===== src/rtl/rsra_pkg.sv =====
`default_nettype none
// ----------------------------------------------------------------------------
// Rotated scan readout package
// Widths, limits and register indexes shared by the readout address block.
// ----------------------------------------------------------------------------
package rsra_pkg;

	// Field widths of the configuration registers and the result.
	localparam int COL_W   = 14;
	localparam int LINE_W  = 16;
	localparam int LPI_W   = 12;
	localparam int ROW_W   = 13;
	localparam int IDX_W   = 31;
	localparam int PIX_W   = 29;
	localparam int STEP_W  = 18;
	localparam int CFG_W   = 16;
	localparam int CFG_A_W = 3;

	// Largest raw line length that the buffer holds.
	localparam int MAX_COLUMNS = 8192;

	// Columns of each raw line that never reach the output image.
	localparam int EDGE_COLUMNS = 40;

	// Resolutions that select a channel shift.
	localparam logic [LPI_W-1:0] LPI_500  = 12'd500;
	localparam logic [LPI_W-1:0] LPI_1000 = 12'd1000;
	localparam logic [LPI_W-1:0] LPI_2000 = 12'd2000;
	localparam logic [LPI_W-1:0] LPI_4000 = 12'd4000;

	// Reset value of the line column count register; the other registers reset to zero.
	localparam logic [COL_W-1:0] LINE_COLUMNS_RESET = 14'd4040;

	// Configuration register indexes.
	typedef enum logic [CFG_A_W-1:0] {
		CFG_LINE_COLUMNS       = 3'd0,
		CFG_LINE_COUNT         = 3'd1,
		CFG_LINES_PER_INCH     = 3'd2,
		CFG_SHIFT_ALREADY_DONE = 3'd3,
		CFG_LEFT_TO_RIGHT      = 3'd4
	} cfg_index_t;

endpackage
`default_nettype wire


===== src/rtl/rotated_scan_readout_addresses.sv =====
`default_nettype none
// Pipeline: a request's result passes the stage 1 register (counter stage), the stage 2
// register (pixel-offset multiply stage) and the output register (index stage).
// Throughput: one request per clock while in_stall is low; each pipeline stage loads
// whenever the stage after it is free or moves on, so an output stall reaches back to in_stall.
// Reset: arst_n clears the counters, the finished flag, the stage valid bits and
// returns the configuration registers to their reset values; no clearing pass.
// ----------------------------------------------------------------------------
// Rotated scan readout address generator
// Walks the output raster row by row and gives the red, green and blue sample
// indices that read the raw buffer rotated by 90 degrees with the channel
// line offset removed.
// ----------------------------------------------------------------------------
module rotated_scan_readout_addresses
	import rsra_pkg::*;
(
	input  wire logic                 clk,
	input  wire logic                 arst_n,
	// Configuration write port.
	input  wire logic                 cfg_we,
	input  wire logic [CFG_A_W-1:0]   cfg_index,
	input  wire logic [CFG_W-1:0]     cfg_data,
	// Request channel.
	input  wire logic                 in_valid,
	output logic                      in_stall,
	input  wire logic                 restart,
	// Result channel.
	output logic                      out_valid,
	input  wire logic                 out_stall,
	output logic [IDX_W-1:0]          red_index,
	output logic [IDX_W-1:0]          green_index,
	output logic [IDX_W-1:0]          blue_index,
	output logic [ROW_W-1:0]          output_row,
	output logic [LINE_W-1:0]         output_column,
	output logic                      row_end,
	output logic                      image_end
);

	// Configuration registers.
	logic [COL_W-1:0]  line_columns_q;
	logic [LINE_W-1:0] line_count_q;
	logic [LPI_W-1:0]  lines_per_inch_q;
	logic              shift_already_done_q;
	logic              left_to_right_q;

	// Raster position state.
	logic [ROW_W-1:0]  row_q;
	logic [LINE_W-1:0] col_q;
	logic              finished_q;

	// Derived geometry.
	logic [3:0]        shift;
	logic [COL_W-1:0]  cols;
	logic [ROW_W-1:0]  out_rows;
	logic [LINE_W-1:0] rows_in;
	logic [STEP_W-1:0] step;

	// Counter stage signals.
	logic              accept;
	logic [ROW_W-1:0]  r0;
	logic [LINE_W-1:0] c0;
	logic              f0;
	logic              hit;
	logic              last_col;
	logic              last_row;
	logic [ROW_W-1:0]  row_d;
	logic [LINE_W-1:0] col_d;
	logic              finished_d;
	logic [LINE_W-1:0] in_row_d;
	logic [COL_W-1:0]  in_col_wide;

	// Pipeline handshake.
	logic              ready_out;
	logic              ready_s2;

	// Stage 1: raster position of the pixel.
	logic              valid_s1;
	logic [LINE_W-1:0] in_row_s1;
	logic [ROW_W-1:0]  in_col_s1;
	logic [ROW_W-1:0]  row_s1;
	logic [LINE_W-1:0] col_s1;
	logic              row_end_s1;
	logic              image_end_s1;

	// Stage 2: pixel offset in the buffer.
	logic              valid_s2;
	logic [PIX_W-1:0]  pix_s2;
	logic [ROW_W-1:0]  row_s2;
	logic [LINE_W-1:0] col_s2;
	logic              row_end_s2;
	logic              image_end_s2;

	// Output register.
	logic              out_valid_q;
	logic [IDX_W-1:0]  red_q;
	logic [IDX_W-1:0]  green_q;
	logic [IDX_W-1:0]  blue_q;
	logic [ROW_W-1:0]  row_q_out;
	logic [LINE_W-1:0] col_q_out;
	logic              row_end_q;
	logic              image_end_q;

	// Index stage arithmetic.
	logic [IDX_W-1:0]  base;
	logic [IDX_W-1:0]  step1;
	logic [IDX_W-1:0]  step2;

	// Configuration writes.
	always_ff @(posedge clk or negedge arst_n) begin
		if (!arst_n) begin
			line_columns_q       <= LINE_COLUMNS_RESET;
			line_count_q         <= '0;
			lines_per_inch_q     <= '0;
			shift_already_done_q <= 1'b0;
			left_to_right_q      <= 1'b0;
		end else if (cfg_we) begin
			unique case (cfg_index)
				CFG_LINE_COLUMNS:       line_columns_q       <= cfg_data[COL_W-1:0];
				CFG_LINE_COUNT:         line_count_q         <= cfg_data[LINE_W-1:0];
				CFG_LINES_PER_INCH:     lines_per_inch_q     <= cfg_data[LPI_W-1:0];
				CFG_SHIFT_ALREADY_DONE: shift_already_done_q <= cfg_data[0];
				CFG_LEFT_TO_RIGHT:      left_to_right_q      <= cfg_data[0];
				default: ;
			endcase
		end
	end

	// Channel shift in lines, taken from the resolution.
	always_comb begin
		priority if (shift_already_done_q) shift = 4'd0;
		else if (lines_per_inch_q == LPI_500)  shift = 4'd1;
		else if (lines_per_inch_q == LPI_1000) shift = 4'd2;
		else if (lines_per_inch_q == LPI_2000) shift = 4'd4;
		else if (lines_per_inch_q == LPI_4000) shift = 4'd8;
		else shift = 4'd0;
	end

	// Image geometry. The column count is clamped to MAX_COLUMNS; the line count is not limited.
	always_comb begin
		cols = (line_columns_q > COL_W'(MAX_COLUMNS)) ? COL_W'(MAX_COLUMNS)
			: line_columns_q;
		if (cols > COL_W'(EDGE_COLUMNS)) begin
			out_rows = ROW_W'(cols - COL_W'(EDGE_COLUMNS));
		end else begin
			out_rows = '0;
		end
		if (line_count_q > LINE_W'({shift, 1'b0})) begin
			rows_in = line_count_q - LINE_W'({shift, 1'b0});
		end else begin
			rows_in = '0;
		end
		// Distance in samples between two colour planes: 3 * shift * columns.
		step = STEP_W'(STEP_W'(shift) * STEP_W'(cols) * STEP_W'(3));
	end

	// Handshake: a stage loads when it is empty or its contents move on.
	assign ready_out = !out_valid_q || !out_stall;
	assign ready_s2  = !valid_s2 || ready_out;
	assign in_stall  = valid_s1 && !ready_s2;
	assign accept    = in_valid && !in_stall;

	// Counter stage: apply restart, test the position, find the next one.
	always_comb begin
		r0 = restart ? '0 : row_q;
		c0 = restart ? '0 : col_q;
		f0 = restart ? 1'b0 : finished_q;
		hit = !f0 && (out_rows != '0) && (rows_in != '0)
			&& (r0 < out_rows) && (c0 < rows_in);
		last_col = (c0 == rows_in - LINE_W'(1));
		last_row = (r0 == out_rows - ROW_W'(1));

		row_d      = r0;
		col_d      = c0;
		finished_d = f0;
		if (!f0 && !hit) begin
			// Empty raster or a position outside the image.
			finished_d = 1'b1;
		end else if (hit) begin
			if (!last_col) begin
				col_d = c0 + LINE_W'(1);
			end else begin
				col_d = '0;
				if (last_row) begin
					finished_d = 1'b1;
				end else begin
					row_d = r0 + ROW_W'(1);
				end
			end
		end

		// Raw line and raw column that this output pixel reads.
		if (left_to_right_q) begin
			in_row_d = LINE_W'({shift, 1'b0}) + c0;
		end else begin
			in_row_d = rows_in - LINE_W'(1) - c0;
		end
		in_col_wide = cols - COL_W'(1) - COL_W'(r0);
	end

	// Position state.
	always_ff @(posedge clk or negedge arst_n) begin
		if (!arst_n) begin
			row_q      <= '0;
			col_q      <= '0;
			finished_q <= 1'b0;
		end else if (accept) begin
			row_q      <= row_d;
			col_q      <= col_d;
			finished_q <= finished_d;
		end
	end

	// Stage 1 valid.
	always_ff @(posedge clk or negedge arst_n) begin
		if (!arst_n) begin
			valid_s1 <= 1'b0;
		end else if (!valid_s1 || ready_s2) begin
			valid_s1 <= accept && hit;
		end
	end

	// Stage 1 payload.
	always_ff @(posedge clk) begin
		if (accept) begin
			in_row_s1    <= in_row_d;
			in_col_s1    <= in_col_wide[ROW_W-1:0];
			row_s1       <= r0;
			col_s1       <= c0;
			row_end_s1   <= last_col;
			image_end_s1 <= last_col && last_row;
		end
	end

	// Stage 2 valid.
	always_ff @(posedge clk or negedge arst_n) begin
		if (!arst_n) begin
			valid_s2 <= 1'b0;
		end else if (ready_s2) begin
			valid_s2 <= valid_s1;
		end
	end

	// Stage 2 payload: pixel offset = raw line * columns + raw column.
	always_ff @(posedge clk) begin
		if (ready_s2 && valid_s1) begin
			pix_s2       <= PIX_W'(PIX_W'(in_row_s1) * PIX_W'(cols)) + PIX_W'(in_col_s1);
			row_s2       <= row_s1;
			col_s2       <= col_s1;
			row_end_s2   <= row_end_s1;
			image_end_s2 <= image_end_s1;
		end
	end

	// Index stage: three samples per pixel, colour planes one step apart.
	always_comb begin
		base  = IDX_W'({pix_s2, 1'b0}) + IDX_W'(pix_s2);
		step1 = IDX_W'(step);
		step2 = IDX_W'({step, 1'b0});
	end

	// Output valid.
	always_ff @(posedge clk or negedge arst_n) begin
		if (!arst_n) begin
			out_valid_q <= 1'b0;
		end else if (ready_out) begin
			out_valid_q <= valid_s2;
		end
	end

	// Output payload.
	always_ff @(posedge clk) begin
		if (ready_out && valid_s2) begin
			red_q <= base;
			if (left_to_right_q) begin
				green_q <= base + IDX_W'(1) - step1;
				blue_q  <= base + IDX_W'(2) - step2;
			end else begin
				green_q <= base + IDX_W'(1) + step1;
				blue_q  <= base + IDX_W'(2) + step2;
			end
			row_q_out   <= row_s2;
			col_q_out   <= col_s2;
			row_end_q   <= row_end_s2;
			image_end_q <= image_end_s2;
		end
	end

	assign out_valid     = out_valid_q;
	assign red_index     = red_q;
	assign green_index   = green_q;
	assign blue_index    = blue_q;
	assign output_row    = row_q_out;
	assign output_column = col_q_out;
	assign row_end       = row_end_q;
	assign image_end     = image_end_q;

endmodule
`default_nettype wire


===== config.mk =====
export PLATFORM = sky130hd
export DESIGN_NAME = rotated_scan_readout_addresses
export DESIGN_NICKNAME = d
export VERILOG_FILES = /design/src/rtl/rsra_pkg.sv /design/src/rtl/rotated_scan_readout_addresses.sv
export SDC_FILE = /design/constraint.sdc
export NUM_CORES = 1
export LEC_CHECK = 0
export ABC_AREA = 1
export BUFFER_PORTS_ARGS = -buffer_cell sky130_fd_sc_hd__buf_4
export CAP_MARGIN = 25
export CELL_PAD_IN_SITES_DETAIL_PLACEMENT = 0
export CELL_PAD_IN_SITES_GLOBAL_PLACEMENT = 1
export CORE_MARGIN = 5
export CORE_UTILIZATION = 52
export DETAILED_ROUTE_END_ITERATION = 16
export PLACE_DENSITY = 0.91
export SLEW_MARGIN = 20
export SYNTH_ARGS = -nofsm -noshare
export SYNTH_HDL_FRONTEND = slang
export SYNTH_SLANG_ARGS = --single-unit
export TNS_END_PERCENT = 10

===== constraint.sdc =====
create_clock -name clk -period 16.5 [get_ports clk]
set_clock_uncertainty 0.05 [all_clocks]
set_input_delay 1.65 -clock clk [delete_from_list [all_inputs] [get_ports clk]]
set_output_delay 1.65 -clock clk [all_outputs]
set_load 0.02 [all_outputs]

# Word level (Yosys, flattened, before mapping)
# Index checks and enable logic that the tools add are counted.
# word_totals
reg_bits	321
wordCells	120
output_inout_bits	126
input_bits	25
# op_classes
eq_ne	10
magnitude_cmp	5
multipliers	3
addsub	18
n_reduce_logical	30
muxes	25
# ops
cell	n
$mux 16	6
$mux 13	6
$mux 31	2
$add 30x29->31	1
$add 31x1->31 const B	1
$add 31x18->31	1
$add 31x19->31	1
$add 31x2->31 const B	1
$sub 31x18->31	1
$sub 31x19->31	1
$add 29x13->29	1
$mul 16x14->29	1
$sub 13x1->13 const B	2
$mux 4	5
$mul 18x2->18 const B	1
$mul 4x14->18	1
$add 16x1->16 const B	1
$add 5x16->16	1
$eq 16x16->1	1
$gt 16x5->1	1
$lt 16x16->1	1
$reduce_bool 16->1	1
$sub 16x1->16 const B	1
$sub 16x16->16	1
23 further kinds	51

# Longest topological paths before layout
# Gate-level depths: netlist of the first run.
# depth
word_depth	15
mapped_depth	50
ltp_nobuf	49

# Least setup slack after synthesis of the first run
# No wires, ideal clock.
# synth_path
path_type	in2reg
startpoint	input out_stall
endpoint	register blue_q[10], in the netlist blue_index[10] (enable)
stages	1
setup_slack_ns	8.360
required_ns	15.804
setup_ns	0.646
n_path_buf	0
t_arrival_ns	7.444
cell_sequence	a21oi_1
# synth_via
elab_chain_cells	3
# synth_rtl
element	line	source
from (decl)	rotated_scan_readout_addresses.sv:29	input wire logic out_stall,
$logic_not 1->1	rotated_scan_readout_addresses.sv:157	assign ready_out = !out_valid_q || !out_stall;
$logic_or 1x1->1	rotated_scan_readout_addresses.sv:157	
$logic_and 1x1->1	rotated_scan_readout_addresses.sv:272	if (ready_out && valid_s2) begin
to (signal assigned)	rotated_scan_readout_addresses.sv:276	blue_q <= base + IDX_W'(2) - step2;
to (signal assigned)	rotated_scan_readout_addresses.sv:279	blue_q <= base + IDX_W'(2) + step2;
to (decl)	rotated_scan_readout_addresses.sv:97	logic [IDX_W-1:0] blue_q;
# Every way passes these cells.
# A chain may end at the register's enable or synchronous reset.

# Final worst setup path of the first run
# layout_path
startpoint	register line_columns_q[13]
endpoint	register green_q[29], in the netlist green_index[29] (data pin)
# layout_via
elab_chain_cells	6
elab_cells_between_ends	7
cone_classes	2 x add/sub; 2 x mul; 1 x order compare; 2 x mux
# layout_rtl
element	line	source
from (decl)	rotated_scan_readout_addresses.sv:40	logic [COL_W-1:0] line_columns_q;
from (signal assigned)	rotated_scan_readout_addresses.sv:118	CFG_LINE_COLUMNS: line_columns_q <= cfg_data[COL_W-1:0];
$gt 14x14->1	rotated_scan_readout_addresses.sv:140	cols = (line_columns_q > COL_W'(MAX_COLUMNS)) ? COL_W'(MAX_COLUMNS)
$mux 14 (*)	rotated_scan_readout_addresses.sv:140	
$mul 4x14->18 (*)	rotated_scan_readout_addresses.sv:153	step = STEP_W'(STEP_W'(shift) * STEP_W'(cols) * STEP_W'(3));
$mul 18x2->18 (*)	rotated_scan_readout_addresses.sv:153	
$add 31x18->31 / $sub 31x18->31 (equally long branches)	rotated_scan_readout_addresses.sv:278, rotated_scan_readout_addresses.sv:275	
$mux 31 (*)	rotated_scan_readout_addresses.sv:274	if (left_to_right_q) begin
to (signal assigned)	rotated_scan_readout_addresses.sv:275	green_q <= base + IDX_W'(1) - step1;
to (signal assigned)	rotated_scan_readout_addresses.sv:278	green_q <= base + IDX_W'(1) + step1;
to (decl)	rotated_scan_readout_addresses.sv:96	logic [IDX_W-1:0] green_q;
# Mark *: on every way between the ends. The rest lies on a longest branch, timed or not.

==> out/results.ini, run 1 <==
[outcome]
outcome = finished clean

[floorplan]
io_pins = 151
die_y_um = 255
start_util = 0.527
die_area_um2 = 64900
fp-row-count = 89
core_um2 = 59100
fp.dieW_um = 255

[global_route]
grt_pass1_vias = 25300
grt_use_total = 0.254
grt_overflow_total = 0
antenna_found_initial = 0
grt_max_degree = 77
grt_pass1_wl_um = 133000

[routing]
drtPass1Iterations = 6
wl_per_cell_um = 17.4
drc = 0
wirelength_um = 82500
drtIter0Drc = 1670
vias = 25600
viasPerCell = 5.41
ant_nets = 0

[cts]
postCtsSetupRepairBufs = 0
cts_sinks = 320
cts.clk_slew.worst_paths_ps = 60
cts_hold_buf = 0
root_buffer = clkbuf_16
cts_max_level = 2
cts_resized = 0
clk_path_buf_depth = 3
cts_tree = done
clk_latency_ps = 590
cts_inserted_buffers = 36

[logic_synthesis]
synthTopCellsByCount = nand2_1 (854), inv_1 (623), nor2_1 (355), ha_1 (292), edfxtp_1 (243)
yosys.area.top_type = edfxtp_1
ys_ff_latch = 320
synth-edff-count = 243
ys_seq_area_frac = 0.296
synth_area_um2 = 31100
syn_inst = 3798
synthFlopType = edfxtp_1
synth_most_common_cell = nand2_1
synthMuxAreaShare = 0.000362
synthXorXnorAreaFrac = 0.0719
netlist-cell-type-count = 65
synth_nets = 4324
synth_top_area_frac = 0.234
synthAdderAreaFrac = 0.252
ys_top_cells_by_area = edfxtp_1 (23%), fa_1 (13%), ha_1 (12%)
synth_top_family_by_area = adder cells
synth-compound-area-share = 0.0810
postSynthAreaPerCell_um2 = 8.20
synthSimpleGateAreaFrac = 0.213
yosys_warnings = 0
async_flop_share = 0.241

[critical_path]
crit_top_cell = nand2_1
cpMaxStageDelayCell = dfrtp_1
critical_path_required_ps = 16790
crit_path_start_kind = flop
r2r_cells = 31
slowest_delay_ps = 970
cp_max_fo = 23
path_class = flop to flop
end_kind = flop
crit_arrival_ps = 9470

[sta]
rsz0062_at_grt = no
max_clock_freq_mhz = 109
drv_slew = 0
final-setup-viol-count = 0
fin_tns_setup_ps = 0
period_needed_ps = 9180
hold_viol_final = 0
min_period_over_period = 0.556
worst_pin_slew_ps = 971
relSlewSlack = 0.353

[placed_design]
place_hpwl_um = 66200
gp_congestion = 0.940
port_buffers = 150

[flow_run]
drv_cap = 0

[min_path]
hp-class = flop to flop
holdPathStages = 0

[layout]
post_route_cells_drive_above_1_share = 0.0823
num-nets-final = 4462
area_delta_synth_final_pct = 10.2
n_antenna_cell = 0

## cell families after synthesis
kind of cell	Yosys count
AOI/OAI and AO/OA	457
xor gates and xnor gates	245
adders and majority gates	501
buffers and inverters	707
DFF	320
muxes	1
and+or+nand+nor	1567
## layer usage
layer  up-vias  wire length, um  global-route usage
met4         0             2260              0.0671
li1      12500                -                   -
met3       137             4720              0.0298
met5         -                0                   0
met2       747            40000               0.442
met1     12200            35500               0.339
## worst max-delay path: cells and delay by family, from the launching register on
family | cells | cell delay, ps
AND/OR/NAND/NOR | 14 | 2620
AO/OA/AOI/OAI | 8 | 2280
adder cells (fa/ha/maj) | 5 | 1980
flip-flops | 1 | 970
buffers and inverters | 2 | 620
XOR/XNOR | 2 | 390
## stage by stage
| step | worst slack [ps] | area [um^2] | utilization | hold slack [ps] | cells |
|---|---|---|---|---|---|
| after floorplan | 8360 | 31100 | - | 350 | 3798 |
| after global placement | 7750 | 33100 | 0.559 | 352 | 4670 |
| after detailed placement | 7490 | 33100 | 0.559 | 355 | 4670 |
| after CTS | 7470 | 34300 | 0.580 | 371 | 4734 |
| after global routing | 6650 | 34300 | 0.581 | 373 | 4735 |
| final | 7320 | 34300 | 0.581 | 368 | 4735 |
## final timing paths
path	to	slack (ps)	from
max reg2reg	green_index[29]	7320	line_columns_q[13]
max in group asynchronous	row_q[5]	14400	arst_n
min reg2reg	output_row[8]	370	row_s2[8]
min	output_row[8]	370	row_s2[8]
min in group asynchronous	col_q[5]	980	arst_n
max	green_index[29]	7320	line_columns_q[13]
## final cells by class
class                      instances  area, um^2
multi-input combinational       2771       19200
inverter                         645        2420
tap                              773         967
sequential                       320        9230
clock inverter                    20         260
clock buffer                      44         972
timing repair buffer             162        1220
fill                            5415       24800
## placed cells by master (no fill, tap or decap), drive strengths merged, types with 174 or more instances in the layout
master and n:
inv 646, xor2 188, o21ai 175, nand2 883
ha 292, nor2 369, edfxtp 243, a21oi 199
fa 209, nand3 174
## registers in the layout, summed over array words and instances (netlist names), 12 cells and up
signal / cells
green_index: 31
red_index: 31
blue_index: 30
pix_s2: 29
col_q: 16
col_s1: 16
col_s2: 16
in_row_s1: 16
line_count_q: 16
output_column: 16
line_columns_q: 14
in_col_s1: 13
output_row: 13
row_q: 13
row_s1: 13
row_s2: 13
lines_per_inch_q: 12
Power of run 1 is left out: the tool's default activity adds up to more than one toggle a clock period on the data nets, which glitch-free logic cannot reach.
==> inputs of run 2 (changes only) <==
Settings changed: CORE_UTILIZATION 52 to 48, PLACE_DENSITY 0.91 to 0.85.
Clock period 16.5 ns to 8.8 ns, I/O delays scaled along.
==> run 2 against run 1 <==
Net effect: non-clock buffer count is 19 higher; first-iteration DRC count decreased by 5.9%; critical path depth increased by 8; final cell count grew 2.2%.
==> out/results.ini, run 2 (same netlist as run 1, synthesis figures left out) <==
[critical_path]
crit_top_cell = nand2_1
path_class = flop to flop
cpMaxStageDelayCell = dfstp_2
end_kind = flop
cp_max_fo = 19
slowest_delay_ps = 560
critical_path_required_ps = 9080
crit_arrival_ps = 8400
crit_path_start_kind = flop

[sta]
fin_tns_setup_ps = 0
rsz0062_at_grt = no
hold_ws_ps = 185
max_clock_freq_mhz = 123
hold_viol_final = 0
period_needed_ps = 8110
worst_pin_slew_ps = 944
final-setup-viol-count = 0
relSlewSlack = 0.369
min_period_over_period = 0.922
drv_slew = 0

[routing]
drtIter0Drc = 1571
vias = 25300
wl_per_cell_um = 17.1
viasPerCell = 5.22
ant_nets = 0
wirelength_um = 82900
drc = 0
drtPass1Iterations = 5

[cts]
clk_latency_ps = 590
cts_sinks = 320
cts.clk_slew.worst_paths_ps = 60
cts_inserted_buffers = 37
cts_hold_buf = 0
root_buffer = clkbuf_16
cts_tree = done
clk_path_buf_depth = 3
cts_max_level = 2

[floorplan]
die_area_um2 = 70100
fp-row-count = 93
start_util = 0.484
io_pins = 151
die_y_um = 265
core_um2 = 64300
fp.dieW_um = 265

[layout]
post_route_cells_drive_above_1_share = 0.0873
stdcell_count = 4839
n_antenna_cell = 0
num-fill-cells = 6108
layout_common_cells = nand2_1 (854), inv_1 (619), nor2_1 (354)
final_common_cell = nand2_1
area_delta_synth_final_pct = 11.3
num-nets-final = 4482

[placed_design]
place_hpwl_um = 67000
dp.cells = 4770
port_buffers = 150
gp_congestion = 0.928

[min_path]
hp-class = input pin to async pin

[global_route]
grt_pass1_vias = 25100
antenna_found_initial = 0
grt_use_total = 0.234
grt_pass1_wl_um = 133000
grt_overflow_total = 0
grt_max_degree = 79

[outcome]
outcome = finished clean

[flow_run]
drv_cap = 0

-- run 2: cell count changes in the layout (fill, tap and decap cells not counted), moves of 3 or more --
cell / before / now
inv_1: 622 / 619
inv_8: 3 / 0
buf_4: 161 / 181
clkbuf_1: 5 / 11
bufinv_16: 3 / 6
-- run 2: path summary, 6_finish.rpt --
path / start / to / slack [ps] / cells after the start
max: line_columns_q[8] / green_index[30] / 690 / 39
min: arst_n / col_q[3] / 180 / 1
max reg2reg: line_columns_q[8] / green_index[30] / 690 / 39
min reg2reg: col_s1[4] / col_s2[4] / 370 / 0
max in group asynchronous: arst_n / line_count_q[2] / 7470 / 2
min in group clk: col_s1[4] / col_s2[4] / 370 / 0
-- run 2: per-stage QoR --
| stage | utilization | instance area, um^2 | setup WS [ps] |
|---|---|---|---|
| 3_5_place_dp | 0.518 | 33300 | 560 |
| 2_1_floorplan | - | 31100 | 1430 |
| 6_report | 0.539 | 34700 | 685 |
| 4_1_cts | 0.538 | 34600 | 532 |
| 3_3_place_gp | 0.518 | 33300 | 797 |
| 5_1_grt | 0.539 | 34700 | 35.1 |
-- run 2: what timing repair did --
action	in CTS	in global routing
resized for setup	0	9
setup buffers	0	2
setup endpoints to repair	0	2
-- run 2: cell type report --
type | instances | area, um^2 | area share
Clock inverter | 17 | 305 | 0.00881
Multi-Input combinational cell | 2771 | 19300 | 0.556
Clock buffer | 50 | 1010 | 0.0290
Tap cell | 855 | 1070 | 0.0309
Sequential cell | 320 | 9230 | 0.266
Timing Repair Buffer | 181 | 1360 | 0.0392
Inverter | 645 | 2430 | 0.0701
-- run 2: per-layer routing --
layer  vias up  part of all wire  track usage  wire length (um)
met1     11900              0.44        0.308             36100
met4         0             0.035       0.0726              2880
li1      12600                 -            -                 -
met2       660              0.48        0.406             39500
met3       151             0.053       0.0299              4430
met5         -                 0            0                 0
-- run 2: worst max-delay path, delay by kind of cell (launching register included) --
| kind | cells | cell delay, ps |
|---|---|---|
| AOI/OAI and AO/OA | 7 | 1890 |
| adders and majority gates | 5 | 1940 |
| xor gates and xnor gates | 1 | 190 |
| and+or+nand+nor | 22 | 2640 |
| DFF | 1 | 560 |
| buffers and inverters | 4 | 570 |
Power of run 2 is left out for the same reason.
